--- src/sv/assert_macros.svh ---
// assertion helpers, clocked on clk_i and held off during reset
`ifndef ASSERT_MACROS_SVH
`define ASSERT_MACROS_SVH

// same-cycle implication
`define ASSERT_SAME(lbl, ante, cons) \
  lbl: assert property (@(posedge clk_i) disable iff (!rst_ni) (ante) |-> (cons)) \
    else $error("same-cycle check failed");

// next-cycle implication
`define ASSERT_NEXT(lbl, ante, cons) \
  lbl: assert property (@(posedge clk_i) disable iff (!rst_ni) (ante) |=> (cons)) \
    else $error("next-cycle check failed");

`endif

--- src/sv/wcs_pkg.sv ---
`timescale 1ns / 1ps
`default_nettype none
package wcs_pkg;

  // sequencer states
  typedef enum logic [2:0] {
    ST_IDLE,
    ST_R2,
    ST_RUN,
    ST_DRAIN,
    ST_FIN
  } state_e;

  // configuration register indexes
  localparam logic [1:0] CFG_BEGIN_X = 2'd0;
  localparam logic [1:0] CFG_BEGIN_Y = 2'd1;
  localparam logic [1:0] CFG_END_X   = 2'd2;
  localparam logic [1:0] CFG_END_Y   = 2'd3;

  // line test term codes
  localparam logic [2:0] T_CROSS = 3'd0;
  localparam logic [2:0] T_S1    = 3'd1;
  localparam logic [2:0] T_S2    = 3'd2;
  localparam logic [2:0] T_S3    = 3'd3;
  localparam logic [2:0] T_S4    = 3'd4;

  // sign of a term
  typedef struct packed {
    logic neg;
    logic zero;
  } sgn_t;

  // tag that travels with a product
  typedef struct packed {
    logic       vld;
    logic       r2;
    logic       half;
    logic [2:0] term;
    logic [1:0] edg;
  } tag_t;

  // two signs are not of the same strict sign
  function automatic logic opp(input sgn_t a, input sgn_t b);
    return a.zero | b.zero | (a.neg ^ b.neg);
  endfunction

endpackage
`default_nettype wire

--- src/sv/window_crossing_selection_test_top.sv ---
`timescale 1ns / 1ps
`default_nettype none
// Throughput: one primitive at a time; the single shared multiplier issues one
// product per cycle (40 products for a line, 9 for a circle).
// A finished group result waits in the output register; a next group end waits for it.
// Reset (async, active low): corners 0, window flag set, hit flag clear, group count 0.
`include "assert_macros.svh"
module window_crossing_selection_test_top import wcs_pkg::*; #(
  parameter int MAX_GROUPS = 1024,
  parameter int COORD_BITS = 16
) (
  input  wire                         clk_i,
  input  wire                         rst_ni,
  input  wire                         cfg_we_i,
  input  wire  [1:0]                  cfg_index_i,
  input  wire  [COORD_BITS-1:0]       cfg_data_i,
  input  wire                         in_valid_i,
  output logic                        in_stall_o,
  input  wire                         kind_i,
  input  wire  signed [COORD_BITS-1:0] point_a_x_i,
  input  wire  signed [COORD_BITS-1:0] point_a_y_i,
  input  wire  signed [COORD_BITS-1:0] point_b_x_i,
  input  wire  signed [COORD_BITS-1:0] point_b_y_i,
  input  wire  [COORD_BITS-2:0]       radius_i,
  input  wire                         last_in_group_i,
  output logic                        out_valid_o,
  input  wire                         out_stall_i,
  output logic [9:0]                  group_number_o,
  output logic                        selected_o,
  output logic                        crossing_mode_o
);

  localparam int CB = COORD_BITS;
  localparam int DW = CB + 1;
  localparam int PW = 2 * DW;
  localparam int TW = PW + 1;
  localparam int CW = PW + 2;
  localparam int GW = $clog2(MAX_GROUPS);
  localparam int OW = (GW > 10) ? GW : 10;
  localparam logic [GW-1:0] GMAX = GW'(MAX_GROUPS - 1);

  function automatic logic signed [DW-1:0] dif(input logic signed [CB-1:0] a,
                                               input logic signed [CB-1:0] b);
    return {a[CB-1], a} - {b[CB-1], b};
  endfunction

  // configuration registers
  logic signed [CB-1:0] cbx_q, cby_q, cex_q, cey_q;
  always_ff @(posedge clk_i or negedge rst_ni) begin
    if (!rst_ni) begin
      cbx_q <= '0;
      cby_q <= '0;
      cex_q <= '0;
      cey_q <= '0;
    end else if (cfg_we_i) begin
      case (cfg_index_i)
        CFG_BEGIN_X: cbx_q <= cfg_data_i;
        CFG_BEGIN_Y: cby_q <= cfg_data_i;
        CFG_END_X:   cex_q <= cfg_data_i;
        CFG_END_Y:   cey_q <= cfg_data_i;
        default:     cbx_q <= cbx_q;
      endcase
    end
  end

  state_e state_q, state_d;
  logic in_xfer, issue, is_r2, fin, fin_block, last_issue;
  logic [1:0] edge_q;
  logic [2:0] term_q;
  logic       half_q;

  // captured primitive
  logic signed [CB-1:0] ax_q, ay_q, bx_q, by_q;
  logic [CB-2:0] r_q;
  logic circ_q, last_q;

  assign in_xfer = in_valid_i && !in_stall_o;

  always_ff @(posedge clk_i) begin
    if (in_xfer) begin
      ax_q   <= point_a_x_i;
      ay_q   <= point_a_y_i;
      bx_q   <= point_b_x_i;
      by_q   <= point_b_y_i;
      r_q    <= radius_i;
      circ_q <= kind_i;
      last_q <= last_in_group_i;
    end
  end

  assign last_issue = (state_q == ST_RUN) && (edge_q == 2'd3) && half_q &&
                      (circ_q || (term_q == T_S4));
  assign fin_block  = last_q && out_valid_o && out_stall_i;

  // next state
  always_comb begin
    state_d = state_q;
    case (state_q)
      ST_IDLE:  if (in_valid_i) state_d = kind_i ? ST_R2 : ST_RUN;
      ST_R2:    state_d = ST_RUN;
      ST_RUN:   if (last_issue) state_d = ST_DRAIN;
      ST_DRAIN: state_d = ST_FIN;
      ST_FIN:   if (!fin_block) state_d = ST_IDLE;
      default:  state_d = ST_IDLE;
    endcase
  end

  // state outputs
  always_comb begin
    in_stall_o = (state_q != ST_IDLE);
    issue      = (state_q == ST_R2) || (state_q == ST_RUN);
    is_r2      = (state_q == ST_R2);
    fin        = (state_q == ST_FIN) && !fin_block;
  end

  always_ff @(posedge clk_i or negedge rst_ni) begin
    if (!rst_ni) state_q <= ST_IDLE;
    else         state_q <= state_d;
  end

  // step counters
  always_ff @(posedge clk_i or negedge rst_ni) begin
    if (!rst_ni) begin
      edge_q <= '0;
      term_q <= T_CROSS;
      half_q <= 1'b0;
    end else if (in_xfer) begin
      edge_q <= '0;
      term_q <= T_CROSS;
      half_q <= 1'b0;
    end else if (state_q == ST_RUN) begin
      half_q <= ~half_q;
      if (half_q) begin
        if (circ_q || term_q == T_S4) begin
          term_q <= T_CROSS;
          edge_q <= edge_q + 2'd1;
        end else begin
          term_q <= term_q + 3'd1;
        end
      end
    end
  end

  // operand selection for the shared multiplier
  logic signed [CB-1:0] cx, cy, dx, dy, kx, ky;
  logic signed [DW-1:0] op_a, op_b, ux, uy, vx, vy;
  always_comb begin
    cx = edge_q[1] ? cex_q : cbx_q;
    cy = edge_q[1] ? cey_q : cby_q;
    dx = edge_q[0] ? cex_q : cbx_q;
    dy = edge_q[0] ? cby_q : cey_q;
    kx = edge_q[1] ? cex_q : cbx_q;
    ky = edge_q[0] ? cey_q : cby_q;
    ux = dif(bx_q, ax_q);
    uy = dif(by_q, ay_q);
    vx = dif(dx, cx);
    vy = dif(dy, cy);
    op_a = '0;
    op_b = '0;
    if (is_r2) begin
      op_a = DW'(r_q);
      op_b = DW'(r_q);
    end else if (circ_q) begin
      op_a = half_q ? dif(ay_q, ky) : dif(ax_q, kx);
      op_b = op_a;
    end else begin
      case (term_q)
        T_CROSS: begin
          op_a = half_q ? uy : ux;
          op_b = half_q ? vx : vy;
        end
        T_S1: begin
          op_a = half_q ? uy : ux;
          op_b = half_q ? dif(cx, ax_q) : dif(cy, ay_q);
        end
        T_S2: begin
          op_a = half_q ? uy : ux;
          op_b = half_q ? dif(dx, ax_q) : dif(dy, ay_q);
        end
        T_S3: begin
          op_a = half_q ? vy : vx;
          op_b = half_q ? dif(ax_q, cx) : dif(ay_q, cy);
        end
        T_S4: begin
          op_a = half_q ? vy : vx;
          op_b = half_q ? dif(bx_q, cx) : dif(by_q, cy);
        end
        default: begin
          op_a = '0;
          op_b = '0;
        end
      endcase
    end
  end

  // product register with its tag
  logic signed [PW-1:0] p_q;
  tag_t t_q;
  always_ff @(posedge clk_i) begin
    p_q <= op_a * op_b;
  end
  always_ff @(posedge clk_i or negedge rst_ni) begin
    if (!rst_ni) begin
      t_q <= '0;
    end else begin
      t_q.vld  <= issue;
      t_q.r2   <= is_r2;
      t_q.half <= half_q;
      t_q.term <= term_q;
      t_q.edg  <= edge_q;
    end
  end

  // accumulate pairs and take signs
  logic signed [PW-1:0] acc_q, r2_q;
  logic signed [TW-1:0] term_v;
  logic signed [CW-1:0] cval;
  sgn_t tsg, csg, s1_q, s2_q, s3_q;
  sgn_t cs_q [4];
  logic nz_q, hit_q, meet;

  always_comb begin
    term_v = circ_q ? (TW'(acc_q) + TW'(p_q)) : (TW'(acc_q) - TW'(p_q));
    cval   = CW'(term_v) - CW'(r2_q);
    tsg.neg  = term_v[TW-1];
    tsg.zero = (term_v == '0);
    csg.neg  = cval[CW-1];
    csg.zero = (cval == '0);
    meet = nz_q && opp(s1_q, s2_q) && opp(s3_q, tsg);
  end

  always_ff @(posedge clk_i) begin
    if (t_q.vld) begin
      if (t_q.r2) begin
        r2_q <= p_q;
      end else if (!t_q.half) begin
        acc_q <= p_q;
      end else if (circ_q) begin
        cs_q[t_q.edg] <= csg;
      end else begin
        case (t_q.term)
          T_CROSS: nz_q <= !tsg.zero;
          T_S1:    s1_q <= tsg;
          T_S2:    s2_q <= tsg;
          T_S3:    s3_q <= tsg;
          default: nz_q <= nz_q;
        endcase
      end
    end
  end

  always_ff @(posedge clk_i or negedge rst_ni) begin
    if (!rst_ni) begin
      hit_q <= 1'b0;
    end else if (in_xfer) begin
      hit_q <= 1'b0;
    end else if (t_q.vld && t_q.half && !t_q.r2 && !circ_q && t_q.term == T_S4) begin
      hit_q <= hit_q | meet;
    end
  end

  // inside test and group bookkeeping
  logic signed [CB:0] xlo, xhi, ylo, yhi, rr, axe, aye, bxe, bye;
  logic in_rect, chit, hit, crossing, all_n, any_n;
  always_comb begin
    xlo = (cbx_q < cex_q) ? DW'(cbx_q) : DW'(cex_q);
    xhi = (cbx_q < cex_q) ? DW'(cex_q) : DW'(cbx_q);
    ylo = (cby_q < cey_q) ? DW'(cby_q) : DW'(cey_q);
    yhi = (cby_q < cey_q) ? DW'(cey_q) : DW'(cby_q);
    rr  = DW'(r_q);
    axe = DW'(ax_q);
    aye = DW'(ay_q);
    bxe = DW'(bx_q);
    bye = DW'(by_q);
    if (circ_q) begin
      in_rect = (axe - rr >= xlo) && (axe + rr <= xhi) &&
                (aye - rr >= ylo) && (aye + rr <= yhi);
    end else begin
      in_rect = (axe >= xlo) && (axe <= xhi) && (aye >= ylo) && (aye <= yhi) &&
                (bxe >= xlo) && (bxe <= xhi) && (bye >= ylo) && (bye <= yhi);
    end
    chit = opp(cs_q[0], cs_q[1]) || opp(cs_q[0], cs_q[2]) ||
           opp(cs_q[3], cs_q[1]) || opp(cs_q[3], cs_q[2]);
    hit      = (circ_q ? chit : hit_q) || in_rect;
    crossing = !(cbx_q < cex_q);
  end

  logic all_q, any_q;
  logic [GW-1:0] cnt_q;
  logic [OW-1:0] cnt_ext;
  logic sel_q, mode_q;
  logic [9:0] grp_q;

  assign all_n = all_q && in_rect;
  assign any_n = any_q || hit;

  always_ff @(posedge clk_i or negedge rst_ni) begin
    if (!rst_ni) begin
      all_q       <= 1'b1;
      any_q       <= 1'b0;
      cnt_q       <= '0;
      out_valid_o <= 1'b0;
    end else begin
      if (fin && last_q) out_valid_o <= 1'b1;
      else if (out_valid_o && !out_stall_i) out_valid_o <= 1'b0;
      if (fin) begin
        if (last_q) begin
          all_q       <= 1'b1;
          any_q       <= 1'b0;
          cnt_q       <= (cnt_q == GMAX) ? '0 : cnt_q + 1'b1;
        end else begin
          all_q <= all_n;
          any_q <= any_n;
        end
      end
    end
  end

  assign cnt_ext = OW'(cnt_q);

  // result payload
  always_ff @(posedge clk_i) begin
    if (fin && last_q) begin
      grp_q  <= cnt_ext[9:0];
      sel_q  <= crossing ? any_n : all_n;
      mode_q <= crossing;
    end
  end

  assign group_number_o  = grp_q;
  assign selected_o      = sel_q;
  assign crossing_mode_o = mode_q;

  `ASSERT_NEXT(a_result_loaded, fin && last_q, out_valid_o)
  `ASSERT_SAME(a_no_product_idle, t_q.vld && !t_q.r2, state_q == ST_RUN || state_q == ST_DRAIN)
  `ASSERT_NEXT(a_count_moves, fin && last_q, cnt_q != $past(cnt_q))

endmodule
`default_nettype wire

--- config.mk ---
export PLATFORM = sky130hd
export DESIGN_NAME = window_crossing_selection_test_top
export DESIGN_NICKNAME = d
export VERILOG_FILES = /design/src/sv/wcs_pkg.sv /design/src/sv/window_crossing_selection_test_top.sv
export VERILOG_INCLUDE_DIRS = /design/src /design/src/sv
export SDC_FILE = /design/constraint.sdc
export NUM_CORES = 2
export LEC_CHECK = 0
export ABC_AREA = 0
export BUFFER_PORTS_ARGS = -buffer_cell sky130_fd_sc_hd__buf_2
export CAP_MARGIN = 5
export CORE_MARGIN = 2
export CORE_UTILIZATION = 50
export CTS_CLUSTER_SIZE = 10
export DETAILED_ROUTE_END_ITERATION = 10
export GPL_ROUTABILITY_DRIVEN = 0
export PLACE_DENSITY = 0.75
export SYNTH_ARGS = -nofsm -noshare
export SYNTH_HDL_FRONTEND = slang
export SYNTH_SLANG_ARGS = --single-unit
--- constraint.sdc ---
create_clock -name clk_i -period 11.05 [get_ports clk_i]
set_input_delay 3.315 -clock clk_i [delete_from_list [all_inputs] [get_ports clk_i]]
set_output_delay 3.315 -clock clk_i [all_outputs]
set_load 0.005 [all_outputs]
==> results by group <==
Yosys
  – Area of the mapped netlist: 0.0458 mm2
  – Distinct cell type count after synthesis: 110
  – Library cell with the highest instance count after synthesis: ha_1
  – Share of Yosys cell area claimed by the top area cell type: 0.180
  – Fraction of registers with async set/reset: 0.311
  – Number of instances in the synthesized netlist: between 5k and 6k
  – Nets in the synthesized netlist: between 6k and 7k
  – Yosys reg bits: approximately 310
  – Yosys warning count: 0
  – Post-synth EDFFs: between 150 and 200
  – Top_reg_cell synth: edfxtp_1
  – Syn_area_per_cell: between 8 and 9 um2
  – Post-synthesis cell type with the largest combined area: ha_1
  – Top area cells in the synthesized netlist: ha_1, fa_1, edfxtp_1
  – Top post-synthesis cells by count: ha_1, inv_1, nand2_1, a21oi_1, nor2_1
  – Sequential element share of the synthesized area: 0.182

STA
  – Hold Violations, Final: 0
  – Crit path time final: between 10 and 15 ns
  – Relative slew margins: 0.183
  – Summed negative setup slack over all endpoints: 0 ns
  – Final Cycle Share: 0.957
  – Peak clock frequency supported by timing: roughly 95 MHz
  – Worst clock skew: roughly 0.036 ns
  – Max-slew violation count: 0
  – Final count of negative-setup-slack endpoints: 0
  – Least-Margin Pin Slew: around 1.2 ns
  – RSZ-0062 raised after global routing: no

Clocking
  – Post-CTS setup repair buffer count: 0
  – # resized after CTS: 0
  – TritonCTS Sinks: 305
  – Hold Buf Count CTS: 0
  – Clock-pin slew reported for the worst setup and hold paths after clock tree synthesis: around 0.060 ns
  – TritonCTS clock tree: yes
  – Deepest clock path buffer count: 3
  – Skew-Pair Late Insertion Delay: between 0.6 and 0.7 ns
  – Number of levels in the clock H-tree: 2
  – TritonCTS buffer count: 40
  – Root buf cell: clkbuf_16

Detailed routing
  – Total wire length: about 150 mm
  – First-iteration detailed-routing DRC count: 5403
  – Vias per cell: about 6.3
  – DRC Markers: 0
  – Vias post-DR: approximately 41k
  – Mean routed wirelength per cell: about 23 um
  – Post-detailed-route count of antenna-violating nets: 0
  – TritonRoute pass-1 iters: 10

Floorplan
  – Die Ht: between 300 and 400 um
  – Placement row count: 111
  – Placeable core region: a little over 0.09 mm2
  – Initial Util: 0.502
  – Floorplan die area: roughly 0.094 mm2
  – Die X: 307 um
  – Num ports: 118

GRT
  – Wire length of the first global-routing pass: roughly 230 mm
  – Number of antenna violations at the first check in global routing: 10
  – Global-route congestion overflow total: 0
  – Number of global-route vias before repair: about 40k
  – Pin count of the biggest net entering global routing: 82
  – Overall fraction of global-route tracks in use: 0.319

Cells and area
  – Final instance area: just under 0.05 mm2
  – Count of fill cells added during filler insertion: approximately 8.2k
  – Final #Nets: between 6k and 7k
  – Area Overhead vs Synth: 7.37%
  – Total area of multi-input combinational cells: 0.0346 mm2
  – Share of final-layout standard cells stronger than drive strength 1: 0.0774
  – Sequential cell area in the final layout: 0.00835 mm2

Critical path
  – Nature of the critical path endpoint: flop
  – Crit-path most repeated cell: fa_1
  – Slowest stage cell on the critical path: a2111oi_0
  – Family of cells with the greatest summed delay on the critical path: adder cells
  – Buffers and inverters on the worst path: 6
  – Req. time, crit path: 11.55 ns
  – CP Class: flop to flop
  – Largest fanout on the critical path: 15
  – Startpoint types: flop
  – Register-to-register path setup slack: 0.47 ns
  – Crit path arrival time: between 10 and 15 ns
  – Slowest Stage Delay on Critical Path: around 0.65 ns

Run status
  – Result of the run: finished, final reports clean

Hold path
  – Hold Crit Class: flop to flop

Job
  – MaxCap Viol Count: 0

Placed design
  – Number of buffer cells added on primary ports: about 120
  – Instance area at placement: roughly 0.048 mm2
  – Final HPWL from detailed placement: around 120 mm
path summary, 6_finish.rpt:
check	start	endpoint	cells past startpoint
worst min-delay path	term_q[1]	t_q[3]	0
worst min register to register	term_q[1]	t_q[3]	0
worst max register to register	edge_q[0]	p_q[32]	35
worst max-delay path	edge_q[0]	p_q[32]	35
max in group asynchronous	rst_ni	cby_q[15]	2
min in group asynchronous	rst_ni	t_q[4]	1
cell type report:
cell class / instances / share of cell area
Tap cell: 1186 / 0.0302
Timing Repair Buffer: 200 / 0.0249
Multi-Input combinational cell: 4151 / 0.703
Inverter: 597 / 0.0455
Clock buffer: 63 / 0.0233
Antenna cell: 5 / 0.000254
Clock inverter: 9 / 0.00270
Sequential cell: 305 / 0.170
cell families after synthesis:
kind of cell | synth area share
compound gates | 0.184
simple gates | 0.144
buf+inv | 0.0635
fa+ha+maj | 0.318
xor+xnor | 0.0600
flops | 0.182
mux | 0.0480
placed cells by master (no fill, tap or decap), drive strengths merged, types with 58 or more instances in the layout:
master	count
mux2i	122
clkbuf	63
dfrtp	94
o21a	89
fa	315
nand2b	58
ha	661
nand3	84
buf	200
inv	597
a21o	119
o21ai	275
nor2b	105
xor2	114
edfxtp	176
a21oi	364
mux2	85
nor2	357
nand2	385
xnor2	200
nor3	88
metrics by stage:
step	hold slack [ns]	cells	setup slack, ns	util
6_report	0.497	6516	0.471	0.539
5_1_grt	0.505	6511	0.00922	0.539
4_1_cts	0.482	6511	0.688	0.539
3_5_place_dp	0.463	6439	0.728	0.525
3_3_place_gp	0.463	6439	0.756	0.525
2_1_floorplan	0.349	5208	0.903	-
worst reg2reg max path, delay by kind of cell, from the launching register on:
| kind | cells | cell delay [ns] |
|---|---|---|
| AOI/OAI and AO/OA | 11 | 3.36 |
| xor gates and xnor gates | 1 | 0.16 |
| adders and majority gates | 8 | 3.86 |
| buffers and inverters | 6 | 0.67 |
| DFF | 1 | 0.59 |
| muxes | 1 | 0.29 |
| and+or+nand+nor | 8 | 1.56 |
registers in the layout, indices dropped and copies added (netlist names), 15 cells and up:
register	cells
r2_q	34
cey_q	16
p_q	34
by_q	16
ay_q	16
acc_q	34
cbx_q	16
cex_q	16
bx_q	16
cby_q	16
r_q	15
ax_q	16
layer usage:
layer  GRT usage  wire [um]  vias up
met3      0.0946      18700      618
met2       0.488      64400     2381
li1            -          -    18600
met1       0.403      58400    19700
met5      0.0103        175        -
met4       0.177      10100        8
Power is not shown: default switching activity piles up to over one toggle a cycle in this logic, so the estimate is an artifact.
